==> src/rtl/scp_pkg.sv <==
// ----------------------------------------------------------------------------
// scp_pkg
// Shared types and constants for the stack calculator step unit.
// ----------------------------------------------------------------------------
`default_nettype none

package scp_pkg;

    localparam int STACK_DEPTH  = 64;
    localparam int NUM_VARS     = 16;
    localparam int DATA_WIDTH   = 32;
    localparam int NUM_ROUTINES = 256;

    localparam int SIZE_W      = $clog2(STACK_DEPTH + 1);
    // top two entries live in registers; the RAM holds the rest
    localparam int STK_MEM_DEPTH = STACK_DEPTH - 2;
    localparam int STK_ADDR_W  = $clog2(STK_MEM_DEPTH);
    localparam int VAR_IDX_W   = $clog2(NUM_VARS);
    localparam int ROUTINE_W   = $clog2(NUM_ROUTINES);

    typedef enum logic [3:0] {
        OP_PUSH   = 4'd0,
        OP_ADD    = 4'd1,
        OP_SUB    = 4'd2,
        OP_MUL    = 4'd3,
        OP_READ   = 4'd4,
        OP_WRITE  = 4'd5,
        OP_JUMP   = 4'd6,
        OP_JUMPZ  = 4'd7,
        OP_ASSIGN = 4'd8
    } mode_t;

    typedef struct packed {
        logic [3:0]         mode;
        logic signed [31:0] constant;
        logic [3:0]         var_index;
        logic [7:0]         target_routine;
    } cmd_t;

    typedef struct packed {
        logic               jump_taken;
        logic [7:0]         routine;
        logic [15:0]        instr_index;
        logic signed [31:0] top_value;
        logic [6:0]         stack_count;
        logic [31:0]        time_now;
        logic               overflow_flag;
        logic signed [31:0] var_value;
    } res_t;

    typedef struct packed {
        logic                  en;
        logic [STK_ADDR_W-1:0] addr;
        logic [DATA_WIDTH-1:0] data;
    } stk_wr_t;

    typedef struct packed {
        logic                  en;
        logic [VAR_IDX_W-1:0]  idx;
        logic [DATA_WIDTH-1:0] data;
    } var_wr_t;

endpackage

`default_nettype wire

==> src/rtl/scp_stack_ram.sv <==
// ----------------------------------------------------------------------------
// scp_stack_ram
// Stack spill RAM: one write port, one read port, registered read data with
// write-to-read bypass on an address match.
// ----------------------------------------------------------------------------
`default_nettype none

module scp_stack_ram
    import scp_pkg::*;
(
    input  wire logic                  clk,
    input  wire stk_wr_t               wr,
    input  wire logic [STK_ADDR_W-1:0] rd_addr,
    output logic [DATA_WIDTH-1:0]      rd_data
);

    logic [DATA_WIDTH-1:0] mem [STK_MEM_DEPTH];

    always_ff @(posedge clk)
    begin
        if (wr.en)
        begin
            mem[wr.addr] <= wr.data;
        end
    end

    always_ff @(posedge clk)
    begin
        if (wr.en && (wr.addr == rd_addr))
        begin
            rd_data <= wr.data;
        end
        else
        begin
            rd_data <= mem[rd_addr];
        end
    end

endmodule

`default_nettype wire

==> src/rtl/scp_var_bank.sv <==
// ----------------------------------------------------------------------------
// scp_var_bank
// Variable bank: NUM_VARS words cleared at reset, one write and one read.
// ----------------------------------------------------------------------------
`default_nettype none

module scp_var_bank
    import scp_pkg::*;
(
    input  wire logic                 clk,
    input  wire logic                 rst_n,
    input  wire var_wr_t              wr,
    input  wire logic [VAR_IDX_W-1:0] rd_idx,
    output logic [DATA_WIDTH-1:0]     rd_data
);

    logic [DATA_WIDTH-1:0] vars_reg [NUM_VARS];

    always_ff @(posedge clk or negedge rst_n)
    begin
        if (!rst_n)
        begin
            for (int i = 0; i < NUM_VARS; i++)
            begin
                vars_reg[i] <= '0;
            end
        end
        else if (wr.en)
        begin
            vars_reg[wr.idx] <= wr.data;
        end
    end

    assign rd_data = vars_reg[rd_idx];

endmodule

`default_nettype wire

==> src/rtl/stack_calculator_step_unit.sv <==
// ----------------------------------------------------------------------------
// stack_calculator_step_unit
// Stack calculator: executes one instruction per item.
// ----------------------------------------------------------------------------
// Takes one item per clock and returns its result in the cycle after it is
// accepted, from an output register; a new item is taken whenever that
// register is empty or being emptied. The top two stack entries sit in
// registers and the deeper entries in a RAM whose registered read port always
// holds the third entry of the stack as it stands after the last item, so a
// pop never waits; a push writes the spilled entry to the same RAM address in
// the same cycle and is bypassed into the read register. The multiply sits
// between the top-of-stack registers and the state/output registers and sets
// the cycle time. No clearing pass after reset: the unit is ready at once.
// ----------------------------------------------------------------------------
`default_nettype none

module stack_calculator_step_unit
    import scp_pkg::*;
(
    input  wire logic clk,
    input  wire logic rst_n,
    input  wire logic cmd_valid,
    output logic      cmd_stall,
    input  wire cmd_t cmd,
    output logic      res_valid,
    input  wire logic res_stall,
    output res_t      res
);

    localparam logic [SIZE_W-1:0] SIZE_FULL = SIZE_W'(STACK_DEPTH);

    // control and state
    logic [SIZE_W-1:0]     size_reg, size_next;
    logic [31:0]           time_reg, time_next;
    logic [ROUTINE_W-1:0]  routine_reg, routine_next;
    logic [15:0]           index_reg, index_next;
    logic                  res_valid_reg, res_valid_next;

    // payload
    logic [DATA_WIDTH-1:0] t0_reg, t0_next;
    logic [DATA_WIDTH-1:0] t1_reg, t1_next;
    res_t                  res_reg, res_next;

    logic                  fire;
    logic                  is_step, jumped, ovf;
    logic                  push_en, pop_en, binop;
    logic [DATA_WIDTH-1:0] push_val, alu;
    logic [SIZE_W-1:0]     size_m2, size_m3;

    stk_wr_t               stk_wr;
    logic [DATA_WIDTH-1:0] stk_rd_data;
    var_wr_t               var_wr;
    logic [DATA_WIDTH-1:0] var_rd_data;

    assign cmd_stall = res_valid_reg && res_stall;
    assign fire      = cmd_valid && !cmd_stall;

    scp_stack_ram u_stack_ram (
        .clk     (clk),
        .wr      (stk_wr),
        .rd_addr (size_m3[STK_ADDR_W-1:0]),
        .rd_data (stk_rd_data)
    );

    scp_var_bank u_var_bank (
        .clk     (clk),
        .rst_n   (rst_n),
        .wr      (var_wr),
        .rd_idx  (cmd.var_index),
        .rd_data (var_rd_data)
    );

    always_comb
    begin
        unique case (cmd.mode)
            OP_ADD:  alu = t1_reg + t0_reg;
            OP_SUB:  alu = t1_reg - t0_reg;
            default: alu = t1_reg * t0_reg;
        endcase
    end

    // instruction decode
    always_comb
    begin
        is_step    = 1'b0;
        jumped     = 1'b0;
        push_en    = 1'b0;
        push_val   = '0;
        pop_en     = 1'b0;
        binop      = 1'b0;
        var_wr.en  = 1'b0;
        var_wr.idx = cmd.var_index;
        var_wr.data = '0;
        if (fire)
        begin
            unique case (cmd.mode) inside
                OP_PUSH:
                begin
                    is_step  = 1'b1;
                    push_en  = 1'b1;
                    push_val = cmd.constant;
                end
                OP_ADD, OP_SUB, OP_MUL:
                begin
                    is_step = 1'b1;
                    if (size_reg == '0)
                    begin
                        push_en = 1'b1;
                    end
                    else if (size_reg != SIZE_W'(1))
                    begin
                        pop_en = 1'b1;
                        binop  = 1'b1;
                    end
                end
                OP_READ:
                begin
                    // NUM_VARS spans every var_index code, so no range check
                    is_step  = 1'b1;
                    push_en  = 1'b1;
                    push_val = var_rd_data;
                end
                OP_WRITE:
                begin
                    is_step   = 1'b1;
                    var_wr.en = 1'b1;
                    if (size_reg != '0)
                    begin
                        var_wr.data = t0_reg;
                        pop_en      = 1'b1;
                    end
                end
                OP_JUMP:
                begin
                    is_step = 1'b1;
                    jumped  = 1'b1;
                end
                OP_JUMPZ:
                begin
                    is_step = 1'b1;
                    if ((size_reg == '0) || (t0_reg == '0))
                    begin
                        jumped = 1'b1;
                        pop_en = (size_reg != '0);
                    end
                end
                OP_ASSIGN:
                begin
                    var_wr.en   = 1'b1;
                    var_wr.data = cmd.constant;
                end
                default:
                begin
                end
            endcase
        end
    end

    // stack, position and counter update
    always_comb
    begin
        size_next    = size_reg;
        t0_next      = t0_reg;
        t1_next      = t1_reg;
        time_next    = time_reg;
        routine_next = routine_reg;
        index_next   = index_reg;
        ovf          = 1'b0;
        size_m2      = size_reg - SIZE_W'(2);
        stk_wr.en    = 1'b0;
        stk_wr.addr  = size_m2[STK_ADDR_W-1:0];
        stk_wr.data  = t1_reg;

        if (push_en)
        begin
            if (size_reg == SIZE_FULL)
            begin
                ovf = 1'b1;
            end
            else
            begin
                stk_wr.en = (size_reg >= SIZE_W'(2));
                t1_next   = t0_reg;
                t0_next   = push_val;
                size_next = size_reg + SIZE_W'(1);
            end
        end
        else if (pop_en)
        begin
            t0_next   = binop ? alu : t1_reg;
            t1_next   = stk_rd_data;
            size_next = size_reg - SIZE_W'(1);
        end
        else if (fire && (size_reg == SIZE_W'(1)))
        begin
            // one-entry arithmetic
            if (cmd.mode == OP_SUB)
            begin
                t0_next = '0 - t0_reg;
            end
            else if (cmd.mode == OP_MUL)
            begin
                t0_next = '0;
            end
        end

        if (is_step)
        begin
            time_next = time_reg + 32'd1;
            if (jumped)
            begin
                // NUM_ROUTINES is a power of two: the modulo is a truncation
                routine_next = cmd.target_routine[ROUTINE_W-1:0];
                index_next   = '0;
            end
            else
            begin
                index_next = index_reg + 16'd1;
            end
        end

        // RAM read address tracks the third entry of the next stack
        size_m3 = size_next - SIZE_W'(3);
    end

    always_comb
    begin
        res_next               = res_reg;
        res_valid_next         = res_valid_reg && res_stall;
        if (fire)
        begin
            res_valid_next         = 1'b1;
            res_next.jump_taken    = jumped;
            res_next.routine       = 8'(routine_next);
            res_next.instr_index   = index_next;
            res_next.top_value     = (size_next == '0) ? '0 : t0_next;
            res_next.stack_count   = 7'(size_next);
            res_next.time_now      = time_next;
            res_next.overflow_flag = ovf;
            res_next.var_value     = var_wr.en ? var_wr.data : var_rd_data;
        end
    end

    always_ff @(posedge clk or negedge rst_n)
    begin
        if (!rst_n)
        begin
            size_reg      <= '0;
            time_reg      <= '0;
            routine_reg   <= '0;
            index_reg     <= '0;
            res_valid_reg <= 1'b0;
        end
        else
        begin
            size_reg      <= size_next;
            time_reg      <= time_next;
            routine_reg   <= routine_next;
            index_reg     <= index_next;
            res_valid_reg <= res_valid_next;
        end
    end

    always_ff @(posedge clk)
    begin
        t0_reg  <= t0_next;
        t1_reg  <= t1_next;
        res_reg <= res_next;
    end

    assign res_valid = res_valid_reg;
    assign res       = res_reg;

endmodule

`default_nettype wire

==> config.mk <==
export PLATFORM = sky130hd
export DESIGN_NAME = stack_calculator_step_unit
export DESIGN_NICKNAME = d
export VERILOG_FILES = /design/src/rtl/scp_pkg.sv /design/src/rtl/scp_stack_ram.sv /design/src/rtl/scp_var_bank.sv /design/src/rtl/stack_calculator_step_unit.sv
export SDC_FILE = /design/constraint.sdc
export NUM_CORES = 2
export LEC_CHECK = 0
export ABC_AREA = 1
export BUFFER_PORTS_ARGS = -buffer_cell sky130_fd_sc_hd__clkbuf_2
export CORE_MARGIN = 8
export CORE_UTILIZATION = 45
export CTS_CLUSTER_DIAMETER = 120
export DETAILED_ROUTE_END_ITERATION = 12
export GPL_ROUTABILITY_DRIVEN = 0
export PLACE_DENSITY_LB_ADDON = 0.25
export SKIP_CTS_REPAIR_TIMING = 1
export SYNTH_ARGS = -nofsm -noshare
export SYNTH_HDL_FRONTEND = slang
export SYNTH_SLANG_ARGS = --single-unit
==> constraint.sdc <==
create_clock -name clk -period 19.72 [get_ports clk]
set_input_delay 4.93 -clock clk [delete_from_list [all_inputs] [get_ports clk]]
set_output_delay 4.93 -clock clk [all_outputs]
set_load 0.05 [all_outputs]
==> metrics.md <==
| Metric | Value |
|---|---|
| Arrival time reported for the critical path endpoint | 5.44 ns |
| Launching instance or port of the critical path | res_stall |
| Largest register FFs | 1984 |
| Die height | 556 um |
| Effective utilization at floorplan | 45.1% |
| Pin count of the biggest net entering global routing | 186 |
| Post-synthesis to final-layout area growth | 10.9% |
| Post-Syn Area per Cell | around 11 um^2 |
| Max-cap check violation count | 0 |
| Num CTS Buffers | slightly below 300 |
| Number of sinks handled by clock tree synthesis | around 2.8k |
| CP startpoint kind | input pin |
| Total Die Area | 0.309 mm^2 |
| Number of enable flip-flop cells after synthesis | 2145 |
| Via count | between 90k and 100k |
| Warnings from Yosys | 0 |
| Sequential cell area fraction in the yosys report | 60.7% |
| GR Util All Layers | 26.4% |
| Crit path kind | in -> out |
| Most area-hungry cell type in the Yosys netlist | sky130_fd_sc_hd__edfxtp_1 |
| Number of max-slew violations in the final report | 0 |
| Async set-reset flop share out of synthesis | 20.9% |
| Sum of negative setup slack | 0 ns |
| Clock Skews | approximately 0.045 ns |
| Most common library cell in the layout ignoring fill and taps | sky130_fd_sc_hd__edfxtp_1 |
| Final Net Count | approximately 13k |
| Final critical path time including I/O delays and setup | 10.37 ns |
| First-pass GRT wire length | 618000 um |
| Vias per cell | between 5 and 6 |
| Buffer depth of the longest clock path | 4 |
| Clock latency on the worst-skew pair | roughly 0.94 ns |
| Number of antenna violations at the first check in global routing | 21 |
| Placed wire-length estimate | 259000 um |
| Max-slew headroom | 14.9% |
| Net count after synthesis | 13.0k |
| Fraction of the cycle the final worst path needs | 52.6% |
| Final WL | 421000 um |
| Unrepaired setup endpoints after global routing | no |
| Row cnt | 198 |
| Startpoint of the worst hold path | routine_reg[7]$_DFF_PN0_ |
| Worst Path Max Fanout | 2 |
| Core ar. | 0.290 mm^2 |
| Number of iterations in the first detailed-routing pass | 12 |
| Gate count after technology mapping | roughly 12k |
| Distinct cells, synth | 68 |
| Worst Tran Pin Value | 1.28 ns |
| Kind of end point of the critical path | primary output |
| Fillers | 25.6k |
| CTS H-Tree Depth | 5 |
| Total of buffers placed on input and output ports | 182 |
| Type of the worst min-delay path | reg -> reg |
| Required time at the worst-slack endpoint | 14.79 ns |
| Status | finished, final reports clean |
| Total grt overflow | 0 |
| Final setup violation count | 0 |
| Reg clk slew, reported paths | 0.05 ns |
| Synth top area share | between 40% and 50% |
| Biggest area contributors in the synthesized netlist | sky130_fd_sc_hd__edfxtp_1 (49%), sky130_fd_sc_hd__dfrtp_1 (11%), sky130_fd_sc_hd__o21ai_0 (7.1%), sky130_fd_sc_hd__fa_1 (6.2%), sky130_fd_sc_hd__nand2_1 (5.2%) |
| Top-level port count | ~180 |
| Remaining DRCs | 0 |
| Die extent in x | 556 um |
| Max Freq | approximately 0.096 GHz |
| Initial DRC count | 12.9k |
| Highest-count cells in the layout ignoring fill and taps | sky130_fd_sc_hd__edfxtp_1 (2145), sky130_fd_sc_hd__o21ai_0 (1849), sky130_fd_sc_hd__nand2_1 (1807) |
| TritonCTS clock tree | built |
| Number of global-route vias before repair | between 90k and 100k |
| Root buffer selected by CTS | sky130_fd_sc_hd__clkbuf_16 |
| Share of final-layout standard cells stronger than drive strength 1 | 7.97% |
| Post-synthesis cell area | 0.131 mm^2 |
| Routed wirelength normalized by instance count | 25.9 um |
| Number of flip-flops and latches in the synthesized netlist | 2759 |
| Launch point of the worst reg-to-reg path | t1_reg[8]$_DFFE_PP_ |
| Most used flip-flop cell after synthesis | sky130_fd_sc_hd__edfxtp_1 |
| Post-route antenna net violation count | 0 |
| Number of hold violations in the final report | 0 |
[Yosys cell counts (19+ instances only)]
| cell | number |
|---|---|
| sky130_fd_sc_hd__edfxtp_1 | 2145 |
| sky130_fd_sc_hd__o21ai_0 | 1850 |
| sky130_fd_sc_hd__nand2_1 | 1825 |
| sky130_fd_sc_hd__nor2_1 | 1430 |
| sky130_fd_sc_hd__inv_1 | 990 |
| sky130_fd_sc_hd__clkbuf_1 | 754 |
| sky130_fd_sc_hd__dfrtp_1 | 576 |
| sky130_fd_sc_hd__o22ai_1 | 575 |
| sky130_fd_sc_hd__nand3_1 | 558 |
| sky130_fd_sc_hd__fa_1 | 409 |
| sky130_fd_sc_hd__a21oi_1 | 172 |
| sky130_fd_sc_hd__ha_1 | 164 |
| sky130_fd_sc_hd__a22oi_1 | 154 |
| sky130_fd_sc_hd__a31oi_1 | 104 |
| sky130_fd_sc_hd__xor2_1 | 63 |
| sky130_fd_sc_hd__buf_1 | 46 |
| sky130_fd_sc_hd__nand4_1 | 46 |
| sky130_fd_sc_hd__o211ai_1 | 46 |
| sky130_fd_sc_hd__nor3_1 | 41 |
| sky130_fd_sc_hd__o221ai_1 | 41 |
| sky130_fd_sc_hd__buf_2 | 40 |
| sky130_fd_sc_hd__dfxtp_1 | 38 |
| sky130_fd_sc_hd__nor4_1 | 29 |
| sky130_fd_sc_hd__o32ai_1 | 23 |
| sky130_fd_sc_hd__xnor2_1 | 19 |
[metal layers]
| layer | routed length, um | vias to the layer above | track usage (%) | share of wire [%] |
|---|---|---|---|---|
| li1 | - | 42500 | - | - |
| met1 | 161000 | 48600 | 34.6 | 38 |
| met2 | 188000 | 5526 | 40.6 | 45 |
| met3 | 46400 | 1174 | 6.54 | 11 |
| met4 | 26300 | 14 | 13.8 | 6.2 |
| met5 | 95 | - | 0 | 0.023 |
[cell families after synthesis]
group | share of synthesized area (%)
adder cells (fa/ha/maj) | 7.81
flip-flops | 60.7
XOR/XNOR | 0.548
buffers and inverters | 5.41
AND/OR/NAND/NOR | 12.5
AO/OA/AOI/OAI | 13.0
[metrics by stage]
stage	std cells	hold slack, ns	util, %	instance area (um^2)	setup slack, ns
floorplan	12300	0.432	-	131000	8.77
global placement	15800	0.454	46.8	136000	9.04
detailed placement	15800	0.469	46.8	136000	9.03
CTS	16300	0.482	50.0	145000	9.34
global route	16300	0.493	50.0	145000	9.31
finish	16300	0.477	50.0	145000	9.35
[worst max-delay path: stages]
cell,delay (ns)
sky130_fd_sc_hd__clkbuf_2,0.07
sky130_fd_sc_hd__nand2_1,0.07
sky130_fd_sc_hd__inv_2,0.09
sky130_fd_sc_hd__clkbuf_2,0.28
[final timing paths]
path	end	slack, ns	depth (start not counted)
worst max-delay path	cmd_stall	9.35	4
worst min-delay path	routine_reg[7]$_DFF_PN0_	0.48	2
worst max register to register	res[99]$_SDFFCE_PN0P_	11.11	27
worst min register to register	routine_reg[7]$_DFF_PN0_	0.48	2
max in group asynchronous	u_var_bank.vars_reg[30]$_DFFE_PN0P_	11.99	4
min in group asynchronous	u_var_bank.vars_reg[178]$_DFFE_PN0P_	4.11	1
[cell type report]
cell class / instances / area (um^2) / area share [%]
flip-flops and latches: 2759 / 79600 / 54.8
multi-input cells: 7709 / 44900 / 30.9
clock buffers: 364 / 7850 / 5.40
well taps: 3900 / 4880 / 3.36
inverters: 1011 / 3830 / 2.64
repair buffers: 381 / 2550 / 1.76
clock inverters: 166 / 1640 / 1.13
diodes: 8 / 20.0 / 0.0138
Power is not shown: default switching activity piles up to over one toggle a cycle in this logic, so the estimate is an artifact.
